File: src/design/cvs_pkg.sv
package cvs_pkg;

    typedef enum logic [1:0] {
        OP_VAR_WRITE  = 2'd0,
        OP_PAIR_WRITE = 2'd1,
        OP_SELECT     = 2'd2,
        OP_NONE       = 2'd3
    } op_t;

    typedef enum logic [3:0] {
        MODE_FIRST    = 4'd0,
        MODE_LAST     = 4'd1,
        MODE_MIN_DOM  = 4'd2,
        MODE_MAX_DEG  = 4'd3,
        MODE_DYN_DEG  = 4'd4,
        MODE_WDEG     = 4'd5,
        MODE_DOM_DEG  = 4'd6,
        MODE_DOM_DDEG = 4'd7,
        MODE_DOM_WDEG = 4'd8
    } mode_t;

    localparam logic CFG_MODE       = 1'b0;
    localparam logic CFG_MAX_DOMAIN = 1'b1;

    typedef enum logic [2:0] {
        ST_CLEAR,
        ST_IDLE,
        ST_SUM,
        ST_DIV,
        ST_EVAL,
        ST_NEXT,
        ST_OUT
    } state_t;

    // controller to datapath
    typedef struct packed {
        logic clear_step;
        logic start;
        logic sum_step;
        logic div_start;
        logic div_step;
        logic eval;
        logic next_var;
        logic load_out;
    } cmd_t;

    // datapath to controller
    typedef struct packed {
        logic clear_done;
        logic row_done;
        logic last_var;
        logic need_sum;
        logic need_div;
        logic div_done;
    } status_t;

endpackage

File: src/design/cvs_ctrl.sv
module cvs_ctrl
    import cvs_pkg::*;
(
    input  logic    clk,
    input  logic    rst_n,
    input  logic    in_go,
    input  logic    out_free,
    input  status_t status,
    output cmd_t    cmd,
    output logic    busy,
    output logic    clearing
);

    state_t state_reg, state_next;

    always_ff @(posedge clk or negedge rst_n)
    begin
        if (!rst_n)
        begin
            state_reg <= ST_CLEAR;
        end
        else
        begin
            state_reg <= state_next;
        end
    end

    always_comb
    begin
        state_next = state_reg;
        cmd = '0;
        busy = 1'b1;
        clearing = 1'b0;
        unique case (state_reg)
            ST_CLEAR:
            begin
                clearing = 1'b1;
                cmd.clear_step = 1'b1;
                if (status.clear_done)
                begin
                    state_next = ST_IDLE;
                end
            end
            ST_IDLE:
            begin
                busy = 1'b0;
                if (in_go)
                begin
                    cmd.start = 1'b1;
                    state_next = ST_SUM;
                end
            end
            ST_SUM:
            begin
                // skip the row walk when the mode needs no pair degree
                if (!status.need_sum)
                begin
                    state_next = status.need_div ? ST_DIV : ST_EVAL;
                    cmd.div_start = status.need_div;
                end
                else
                begin
                    cmd.sum_step = 1'b1;
                    if (status.row_done)
                    begin
                        state_next = status.need_div ? ST_DIV : ST_EVAL;
                    end
                end
            end
            ST_DIV:
            begin
                if (status.div_done)
                begin
                    state_next = ST_EVAL;
                end
                else
                begin
                    cmd.div_step = 1'b1;
                end
            end
            ST_EVAL:
            begin
                cmd.eval = 1'b1;
                state_next = ST_NEXT;
            end
            ST_NEXT:
            begin
                if (status.last_var)
                begin
                    state_next = ST_OUT;
                end
                else
                begin
                    cmd.next_var = 1'b1;
                    state_next = ST_SUM;
                end
            end
            ST_OUT:
            begin
                if (out_free)
                begin
                    cmd.load_out = 1'b1;
                    state_next = ST_IDLE;
                end
            end
            default:
            begin
                state_next = ST_IDLE;
            end
        endcase
    end

`ifndef NO_ASSERTIONS
    a_load_in_out: assert property (@(posedge clk) disable iff (!rst_n)
        cmd.load_out |-> state_reg == ST_OUT)
        else $error("result loaded outside output state");
    a_start_idle: assert property (@(posedge clk) disable iff (!rst_n)
        cmd.start |=> state_reg == ST_SUM)
        else $error("select did not start scan");
    a_clear_then_idle: assert property (@(posedge clk) disable iff (!rst_n)
        (state_reg == ST_CLEAR && status.clear_done) |=> state_reg == ST_IDLE)
        else $error("clear pass did not finish");
`endif

endmodule

File: config.mk
export PLATFORM = sky130hd
export DESIGN_NAME = cvs_ctrl
export DESIGN_NICKNAME = d
export VERILOG_FILES = /design/src/design/cvs_pkg.sv /design/src/design/cvs_ctrl.sv
export SDC_FILE = /design/constraint.sdc
export NUM_CORES = 1
export LEC_CHECK = 0
export ABC_AREA = 1
export BUFFER_PORTS_ARGS = -buffer_cell sky130_fd_sc_hd__buf_2
export CAP_MARGIN = 25
export CORE_AREA = 2 2 39 41
export CTS_BUF_LIST = sky130_fd_sc_hd__clkbuf_4
export DETAILED_ROUTE_END_ITERATION = 16
export DIE_AREA = 0 0 41 43
export GPL_TIMING_DRIVEN = 0
export PLACE_DENSITY = 0.54
export SYNTH_ARGS = -nofsm -noshare
export SYNTH_HDL_FRONTEND = slang
export SYNTH_SLANG_ARGS = --single-unit
export TNS_END_PERCENT = 50
File: constraint.sdc
create_clock -name clk -period 1 [get_ports clk]
set_input_delay 0.2 -clock clk [delete_from_list [all_inputs] [get_ports clk]]
set_output_delay 0.2 -clock clk [all_outputs]
set_load 0.01 [all_outputs]
==> results of run 1 <==
==> metal layers <==
layer,GRT usage (%),part of all wire [%],up-vias
met5,0,0,-
met4,6.00,0.87,0
met3,0,5.2,2
met2,16.6,54,14
met1,13.4,40,200
li1,-,-,241
==> worst paths after layout <==
| kind | from | to | slack [ps] | cells past startpoint |
|---|---|---|---|---|
| max | state_reg[1]$_DFFE_PN0P_ | cmd[7] | -420 | 6 |
| min | out_free | state_reg[2]$_DFFE_PN0P_ | 260 | 4 |
| max reg2reg | state_reg[1]$_DFFE_PN0P_ | state_reg[0]$_DFFE_PN0P_ | -390 | 11 |
| min reg2reg | state_reg[1]$_DFFE_PN0P_ | state_reg[1]$_DFFE_PN0P_ | 620 | 3 |
| max in group asynchronous | rst_n | state_reg[2]$_DFFE_PN0P_ | 590 | 2 |
| min in group asynchronous | rst_n | state_reg[0]$_DFFE_PN0P_ | 300 | 2 |
==> layout by cell type, fill, tap and decap left out, drive strengths merged <==
| master | Yosys | final |
|---|---|---|
| nor4 | 1 | 1 |
| dlygate4sd3 | 0 | 1 |
| nand2 | 12 | 12 |
| dfrtp | 3 | 3 |
| clkbuf | 0 | 4 |
| nor3b | 1 | 1 |
| inv | 13 | 13 |
| nand3 | 9 | 9 |
| o21ai | 2 | 2 |
| nor2 | 11 | 11 |
| nand4 | 1 | 1 |
| nor3 | 1 | 1 |
| buf | 3 | 32 |
==> final cells by class <==
type / instances / share of cell area [%]
repair buffers: 30 / 30.4
clock buffers: 4 / 4.22
multi-input cells: 38 / 39.2
plain buffers: 3 / 4.75
inverters: 13 / 7.91
well taps: 16 / 2.81
flip-flops and latches: 3 / 10.7
==> per-stage QoR <==
step,setup TNS (ps),setup slack [ps],cell area [um2],cells
after detailed placement,-1590,-205,528,92
after global placement,-1580,-199,528,92
after floorplan,-582,-115,413,57
after global routing,-5330,-486,712,107
after CTS,-4310,-385,662,104
final,-4560,-416,712,107
==> power groups by stage <==
stage / sequential, mW / clock, mW / combinational, mW
global route: 0.256 / 0.255 / 1.78
finish: 0.246 / 0.244 / 1.64
floorplan: 0.225 / 0 / 0.886
CTS: 0.244 / 0.250 / 1.46
global placement: 0.233 / 0 / 1.12
detailed placement: 0.232 / 0 / 1.12
==> worst min-delay path, cell delays in order <==
cell and delay, ps:
buf_2 110, nor3_4 50, inv_1 40, nand2_1 50
==> timing repair <==
| item | in CTS | in global routing |
|---|---|---|
| endpoints found under the hold margin | 3 | 0 |
| endpoints found under the setup margin | 13 | 13 |
| hold buffers | 1 | 0 |
| pin swaps | 4 | 5 |
| setup buffers | 7 | 3 |
| gates resized for setup | 9 | 8 |
| gates cloned | 0 | 0 |
==> cell families after synthesis <==
group                  count (synthesis)  share of synthesized area (%)
and+or+nand+nor                       36                           56.5
buffers and inverters                 16                           20.9
DFF                                    3                           19.9
AOI/OAI and AO/OA                      2                           2.66
==> results.json, run 1 <==
{
  "crit_path_max_incr_delay_ps": 360,
  "max_slew_margin_pct": 83.2,
  "power.total_mw": 2.13,
  "gp_congestion": 0.702,
  "violations": "setup timing",
  "clk_path_buf_depth": 2,
  "ys_top_cells_by_count": "inv_1 (10), nand2_1 (9), nand3_1 (6), nor2_1 (6)",
  "routed_wirelength_um": 921,
  "ys.flop_type": "dfrtp_1",
  "final_util_pct": 51.4,
  "fill_cells": 141,
  "fmax_mhz": 706,
  "vias_per_cell": 4.27,
  "firstDrtPassIters": 2,
  "power_frac_comb_pct": 77.0,
  "htreeDepth": 1,
  "synth_edf_count": 0,
  "swShare_pct": 43.4,
  "core_area_um2": 1380,
  "synth-seq-cells": 3,
  "yosysTopAreaCellShare_pct": 19.9,
  "initial_utilization_pct": 27.2,
  "die_h_um": 43,
  "cp_max_fo": 7,
  "p_clk_share_pct": 11.4,
  "die-area_um2": 1760,
  "holdWs_ps": 255,
  "yosysTopAreaCell": "dfrtp_1",
  "ant_nets": 0,
  "dpl.hpwl_um": 655,
  "fin_crit_ps": 1420,
  "finalCritPeriodShare_pct": 142,
  "cts_tree": "done",
  "ys_async_sr_fraction_pct": 100,
  "grt.overflow.total": 0,
  "clk_pin_slew_worst_paths_ps": 40,
  "routedWlPerCell_um": 8.61,
  "synth_cell_types": 17,
  "area_growth_pct": 89.0,
  "criticalPathCategory": "flop to output port",
  "syn_inst": 57,
  "cp.required_ps": 800,
  "layout-drive-gt1-share_pct": 65.9,
  "regArea_um2": 76.3,
  "finalClockSkew_ps": 0.260,
  "vdd_ir_drop_max_uv": 876,
  "synth_area_leaders": "dfrtp_1 (20%), inv_1 (10%), nand2_1 (9.0%)",
  "cpMostUsedCell": "buf_6",
  "cp.arrival_ps": 1220,
  "drtIter0Drc": 5,
  "path_buf_inv": 4,
  "grt_max_degree": 9,
  "grt_pass1_vias": 335,
  "cp_slowest_cell": "dfrtp_1",
  "leakage_nw": 0.396,
  "synth_fp_nets": 67,
  "cp-start-kind": "flop",
  "numCtsBuffers": 3,
  "num-nets-final": 102,
  "n_antenna_cell": 0,
  "power_switching_uw": 925,
  "finalHoldViolations": 0,
  "ys_warn_count": 0,
  "min_path_type": "input pin to flop",
  "internal_power_mw": 1.20,
  "antenna_found_initial": 0,
  "io_pins": 20,
  "synth-seq-area-share_pct": 19.9,
  "cp-end-kind": "output port",
  "p_per_area_nw_per_um2": 2990,
  "synth_area_um2": 377,
  "port_buffers": 19,
  "cp_top_family": "buffers and inverters",
  "yosysMostFrequentCell": "inv_1",
  "grt_pass1_wl_mm": 1.25,
  "fp-row-count": 14,
  "finalSetupViolCount": 13,
  "grt_usage_pct": 10.4,
  "vias": 457,
  "drc": 0,
  "cts_root_buf": "clkbuf_4",
  "final_max_slew_viol_count": 0,
  "layout_setup_ws_ps": -416,
  "max_cap_violations": 0,
  "clock_latency_ps": 230,
  "multi_input_area_um2": 279,
  "rsz0062_at_grt": "yes",
  "status": "finished, violations left",
  "cts_sinks": 3,
  "seqPwrFrac_pct": 11.6,
  "tightest_slew_ps": 253,
  "dieWidth_um": 41,
  "syn_avg_cell_area_um2": 6.61,
  "path_cells": "buf_6 -> nor2_4 -> inv_2 -> nor2_4 -> buf_6 -> buf_6",
  "largest_reg_flops": 3
}
(Power assumes the default switching activity.)
==> inputs of run 2 (changes only) <==
Settings changed: CAP_MARGIN 25 to 20, PLACE_DENSITY 0.54 to 0.52.
Clock period 1 ns to 1.4 ns, I/O delays scaled along.
==> run 2 against run 1 <==
Effect of this change: the run still ends with setup timing left; sequential cell count is the same; power shrank 32%; first-iteration DRC count shrank 60%; global-route usage grew 1.1 points; count of clock-buffer cells in the layout is the same; die area is the same; largest cell class is now buffers; highest routed layer unchanged.
==> results.json, run 2 (synthesis gave the netlist of run 1 again) <==
{
  "p_clk_share_pct": 11.9,
  "grt.overflow.total": 0,
  "design_area_um2": 698,
  "drc": 0,
  "layout-drive-gt1-share_pct": 66.3,
  "cp_top_family": "buffers and inverters",
  "fmax_mhz": 674,
  "vias": 465,
  "drtIter0Drc": 2,
  "dieWidth_um": 41,
  "numCtsBuffers": 3,
  "cts_sinks": 3,
  "final_max_slew_viol_count": 0,
  "whs_path_depth": 4,
  "p_per_area_nw_per_um2": 2070,
  "final_common_cell": "buf_2",
  "clock_latency_ps": 230,
  "layout_setup_ws_ps": -84.5,
  "vias_per_cell": 4.19,
  "grt_max_degree": 10,
  "finalClockSkew_ps": 1.73,
  "tightest_slew_ps": 201,
  "max_cap_violations": 0,
  "power_frac_comb_pct": 76.7,
  "tns_ps": -256,
  "io_pins": 20,
  "cpMostUsedCell": "buf_6",
  "mostFrequentLayoutCells": "buf_2 (17), buf_4 (13), nand2_1 (8), inv_1 (8), buf_6 (6)",
  "port_buffers": 19,
  "finalSetupViolCount": 8,
  "htreeDepth": 1,
  "rrSetupSlack_ps": 80,
  "area_growth_pct": 85.4,
  "finalCritPeriodShare_pct": 106,
  "routed_wirelength_um": 948,
  "cp-startpoint": "state_reg[0]$_DFFE_PN0P_",
  "vdd_ir_drop_max_uv": 717,
  "clk_pin_slew_worst_paths_ps": 40,
  "r2r-end": "state_reg[0]$_DFFE_PN0P_",
  "place_area_um2": 492,
  "place_ws_ps": 54.2,
  "grt_pass1_wl_mm": 1.42,
  "clk_path_buf_depth": 2,
  "die_h_um": 43,
  "routedWlPerCell_um": 8.54,
  "min_path_type": "input pin to flop",
  "path_buf_inv": 4,
  "cp_max_fo": 8,
  "cp.depth": 6,
  "num-nets-final": 106,
  "fp-row-count": 14,
  "crit_path_max_incr_delay_ps": 360,
  "cts_root_buf": "clkbuf_4",
  "initial_utilization_pct": 27.2,
  "rsz0062_at_grt": "yes",
  "leakage_nw": 0.404,
  "stdcell_count": 111,
  "antenna_found_initial": 0,
  "r2r-start": "state_reg[1]$_DFFE_PN0P_",
  "dpl.hpwl_um": 651,
  "criticalPathCategory": "flop to output port",
  "violations": "setup timing",
  "cts_tree": "done",
  "path_cells": "buf_6 -> nor2_4 -> inv_2 -> nor2_2 -> buf_4 -> buf_6",
  "fin_crit_ps": 1480,
  "die-area_um2": 1760,
  "max_slew_margin_pct": 86.4,
  "largest_reg_flops": 3,
  "firstDrtPassIters": 3,
  "cp-start-kind": "flop",
  "grt_pass1_vias": 375,
  "n_antenna_cell": 0,
  "ant_nets": 0,
  "swShare_pct": 42.8,
  "placedCellCount": 92,
  "cp.arrival_ps": 1200,
  "endpoint": "cmd[7]",
  "power.total_mw": 1.45,
  "internal_power_uw": 826,
  "grt_usage_pct": 11.5,
  "cp-end-kind": "output port",
  "cp_slowest_cell": "dfrtp_1",
  "cp.required_ps": 1120,
  "core_area_um2": 1380,
  "power_switching_uw": 619,
  "rr_worst_depth": 11,
  "gp_congestion": 0.699,
  "seqPwrFrac_pct": 11.4,
  "finalHoldViolations": 0,
  "status": "finished, violations left"
}
run 2: cell type report:
class	count	area, um2
buffer	3	30.0
clock buffer	4	30.0
fill	143	686
inverter	13	56.3
multi-input combinational	38	255
sequential	3	76.3
tap	16	20.0
timing repair buffer	34	230
run 2: layer usage:
layer  part of all wire (%)  wire, um  vias up  track usage [%]
met3                    4.7        45        2                0
met5                      0         0        -                0
met1                     41       392      192             15.9
met4                    1.3        12        0             6.00
li1                       -         -      253                -
met2                     53       498       18             17.5
run 2: power groups by stage:
stage / clock network (mW) / logic [mW] / registers [mW]
4_1_cts: 0.176 / 0.920 / 0.159
2_1_floorplan: 0 / 0.540 / 0.154
6_report: 0.172 / 1.11 / 0.165
3_3_place_gp: 0 / 0.709 / 0.159
3_5_place_dp: 0 / 0.706 / 0.158
5_1_grt: 0.180 / 1.23 / 0.169
run 2: worst min-delay path by stage:
stage                         from                        to  slack [ps]
after floorplan              rst_n  state_reg[0]$_DFFE_PN0P_         -20
after detailed placement     rst_n  state_reg[0]$_DFFE_PN0P_          80
after global placement       rst_n  state_reg[0]$_DFFE_PN0P_          80
after CTS                 out_free  state_reg[2]$_DFFE_PN0P_         340
final                     out_free  state_reg[2]$_DFFE_PN0P_         340
after global routing      out_free  state_reg[2]$_DFFE_PN0P_         350
run 2: worst reg2reg max path: stages, from the launching register on:
cell and delay, ps:
dfrtp_1 360, buf_6 140, buf_6 110, nand2_1 50
nor2_1 40, nand2_1 70, buf_4 110, nand2_2 50
nor2_4 110, nand2_2 60, nand2_1 50, nand2_1 50
run 2: through the flow:
step	util (%)	hold slack [ps]
floorplan	-	-15.6
global placement	35.5	77.1
detailed placement	35.5	77.3
CTS	44.9	337
global route	50.5	351
finish	50.5	335
run 2: timing repair:
item	in CTS	in global routing
hold endpoints to repair	3	0
endpoints found under the setup margin	8	11
gates resized for setup	9	9
pin swaps	4	6
buffers inserted	8	6
hold buffers	1	0
==> inputs of run 3 (changes only) <==
Settings changed: ABC_AREA 1 to default, PLACE_DENSITY 0.52 to 0.49.
==> run 3 against run 2 <==
Effect of this change: the run still ends with setup timing left; largest cell class is now multi-input gates; die area unchanged; design area shrank 14%; maximum frequency down 3.4%; power is 11% lower.
==> results.json, run 3 <==
{
  "layout-drive-gt1-share_pct": 61.3,
  "syn_avg_cell_area_um2": 8.19,
  "rr_worst_depth": 5,
  "clk_pin_slew_worst_paths_ps": 40,
  "grt_max_degree": 11,
  "drc": 0,
  "cts_tree": "done",
  "clock_latency_ps": 240,
  "port_buffers": 19,
  "vias_per_cell": 4.74,
  "synth-seq-cells": 3,
  "r2r-end": "state_reg[1]$_DFFE_PN0P_",
  "leakage_nw": 0.312,
  "status": "finished, violations left",
  "p_per_area_nw_per_um2": 2150,
  "synth_area_leaders": "dfrtp_1 (22%), nor2_2 (7.3%), buf_6 (6.5%)",
  "cp-end-kind": "output port",
  "dpl.hpwl_um": 627,
  "violations": "setup timing",
  "routedWlPerCell_um": 11.2,
  "numCtsBuffers": 3,
  "synth_edf_count": 0,
  "final_common_cell": "buf_2",
  "fmax_mhz": 651,
  "finalClockSkew_ps": 7.60,
  "max_slew_margin_pct": 88.7,
  "layout_setup_ws_ps": -136,
  "cp.required_ps": 1120,
  "ant_nets": 0,
  "ys.flop_type": "dfrtp_1",
  "cp_max_fo": 5,
  "clk_path_buf_depth": 2,
  "regArea_um2": 75.1,
  "routed_wirelength_mm": 1.02,
  "fp-row-count": 14,
  "ys_warn_count": 0,
  "die_h_um": 43,
  "grt_pass1_wl_mm": 1.45,
  "multi_input_area_um2": 251,
  "n_antenna_cell": 0,
  "grt.overflow.total": 0,
  "dieWidth_um": 41,
  "grt_pass1_vias": 369,
  "finalHoldViolations": 0,
  "r2r-start": "state_reg[0]$_DFFE_PN0P_",
  "finalSetupViolCount": 9,
  "cp_slowest_cell": "dfrtp_1",
  "stdcell_count": 91,
  "largest_reg_flops": 3,
  "tightest_slew_ps": 169,
  "vias": 431,
  "initial_utilization_pct": 24.9,
  "ys_async_sr_fraction_pct": 100,
  "yosysTopAreaCellShare_pct": 21.8,
  "synth-seq-area-share_pct": 21.8,
  "path_cells": "or2b_1 -> nor2_2 -> and2_1 -> buf_2",
  "power.total_mw": 1.29,
  "synth_fp_nets": 52,
  "antenna_found_initial": 0,
  "final_util_pct": 43.4,
  "final_max_slew_viol_count": 0,
  "htreeDepth": 1,
  "drtIter0Drc": 11,
  "finalCritPeriodShare_pct": 110,
  "rsz0062_at_grt": "yes",
  "max_cap_violations": 0,
  "cp.arrival_ps": 1260,
  "ys_top_cells_by_count": "nor2_1 (4), nor2_2 (4), dfrtp_1 (3), nand2_1 (3)",
  "placedCellCount": 77,
  "firstDrtPassIters": 5,
  "syn_inst": 42,
  "die-area_um2": 1760,
  "io_pins": 20,
  "grt_usage_pct": 12.1,
  "min_path_type": "input pin to asynchronous set/reset pin",
  "fin_crit_ps": 1540,
  "crit_path_max_incr_delay_ps": 400,
  "core_area_um2": 1380,
  "cts_root_buf": "clkbuf_4",
  "area_growth_pct": 74.5,
  "gp_congestion": 0.727,
  "synth_area_um2": 344,
  "rrSetupSlack_ps": 30,
  "yosysTopAreaCell": "dfrtp_1",
  "vdd_ir_drop_max_uv": 773,
  "num-nets-final": 86,
  "cp-start-kind": "flop",
  "cts_sinks": 3,
  "fill_cells": 158,
  "synth_cell_types": 26,
  "mostFrequentLayoutCells": "buf_2 (18), buf_4 (9), buf_6 (5)",
  "criticalPathCategory": "flop to output port"
}
## run 3: cell count changes in the layout (fill, tap and decap cells not counted), moves of 3 or more
cell | previous run | this run
nand2_1 | 8 | 3
inv_1 | 8 | 0
inv_4 | 3 | 0
buf_4 | 13 | 9
nor2_4 | 4 | 1
nand3_2 | 4 | 0
nand3_1 | 5 | 1
## run 3: worst max-delay path: cells and delay by family (launching register included)
kind,cells,cell delay (ps)
DFF,1,400
and+or+nand+nor,3,500
buffers and inverters,1,120
## run 3: cell type report
type,count,share of cell area (%)
plain buffers,4,6.87
clock buffers,4,5.00
multi-input cells,35,41.9
flip-flops and latches,3,12.5
well taps,16,3.33
repair buffers,29,30.4
## run 3: kinds of logic after synthesis
group                  count (synthesis)  synth area share, %
AOI/OAI and AO/OA                      8                 16.4
buffers and inverters                  4                 10.2
DFF                                    3                 21.8
muxes                                  1                 2.91
and+or+nand+nor                       26                 48.7
## run 3: routing by layer
layer  wire (um)  global-route usage [%]
met5           0                       0
met4           0                    5.33
met3          70                    5.24
met2         508                    18.1
met1         437                    14.4
## run 3: power breakdown
| part | internal, mW | switching (mW) | total [mW] |
|---|---|---|---|
| clock network | 0.126 | 0.0484 | 0.175 |
| logic | 0.506 | 0.432 | 0.938 |
| registers | 0.133 | 0.0434 | 0.177 |
## run 3: metrics by stage
| stage | cell area, um2 | setup WS [ps] | hold slack, ps | TNS [ps] |
|---|---|---|---|---|
| 2_1_floorplan | 344 | 44.0 | -15.6 | 0 |
| 3_3_place_gp | 459 | 45.8 | 77.2 | 0 |
| 3_5_place_dp | 459 | 53.2 | 77.1 | 0 |
| 4_1_cts | 563 | -142 | 365 | -582 |
| 5_1_grt | 601 | -222 | 377 | -1280 |
| 6_report | 601 | -136 | 361 | -636 |
## run 3: how the worst max path moves through the flow
stage / end / start / cells past startpoint / slack [ps]
detailed placement: cmd[4] / state_reg[0]$_DFFE_PN0P_ / 5 / 50
floorplan: cmd[7] / state_reg[0]$_DFFE_PN0P_ / 3 / 40
CTS: cmd[1] / state_reg[0]$_DFFE_PN0P_ / 4 / -140
global placement: cmd[4] / state_reg[0]$_DFFE_PN0P_ / 5 / 50
finish: cmd[1] / state_reg[0]$_DFFE_PN0P_ / 4 / -140
global route: cmd[1] / state_reg[0]$_DFFE_PN0P_ / 4 / -220
## run 3: timing repair
item | 4_1_cts | 5_1_grt
endpoints found under the setup margin | 9 | 10
hold endpoints to repair | 3 | 0
resized for setup | 8 | 0
pin swaps | 3 | 2
hold buffers | 1 | 0
buffers inserted | 4 | 5
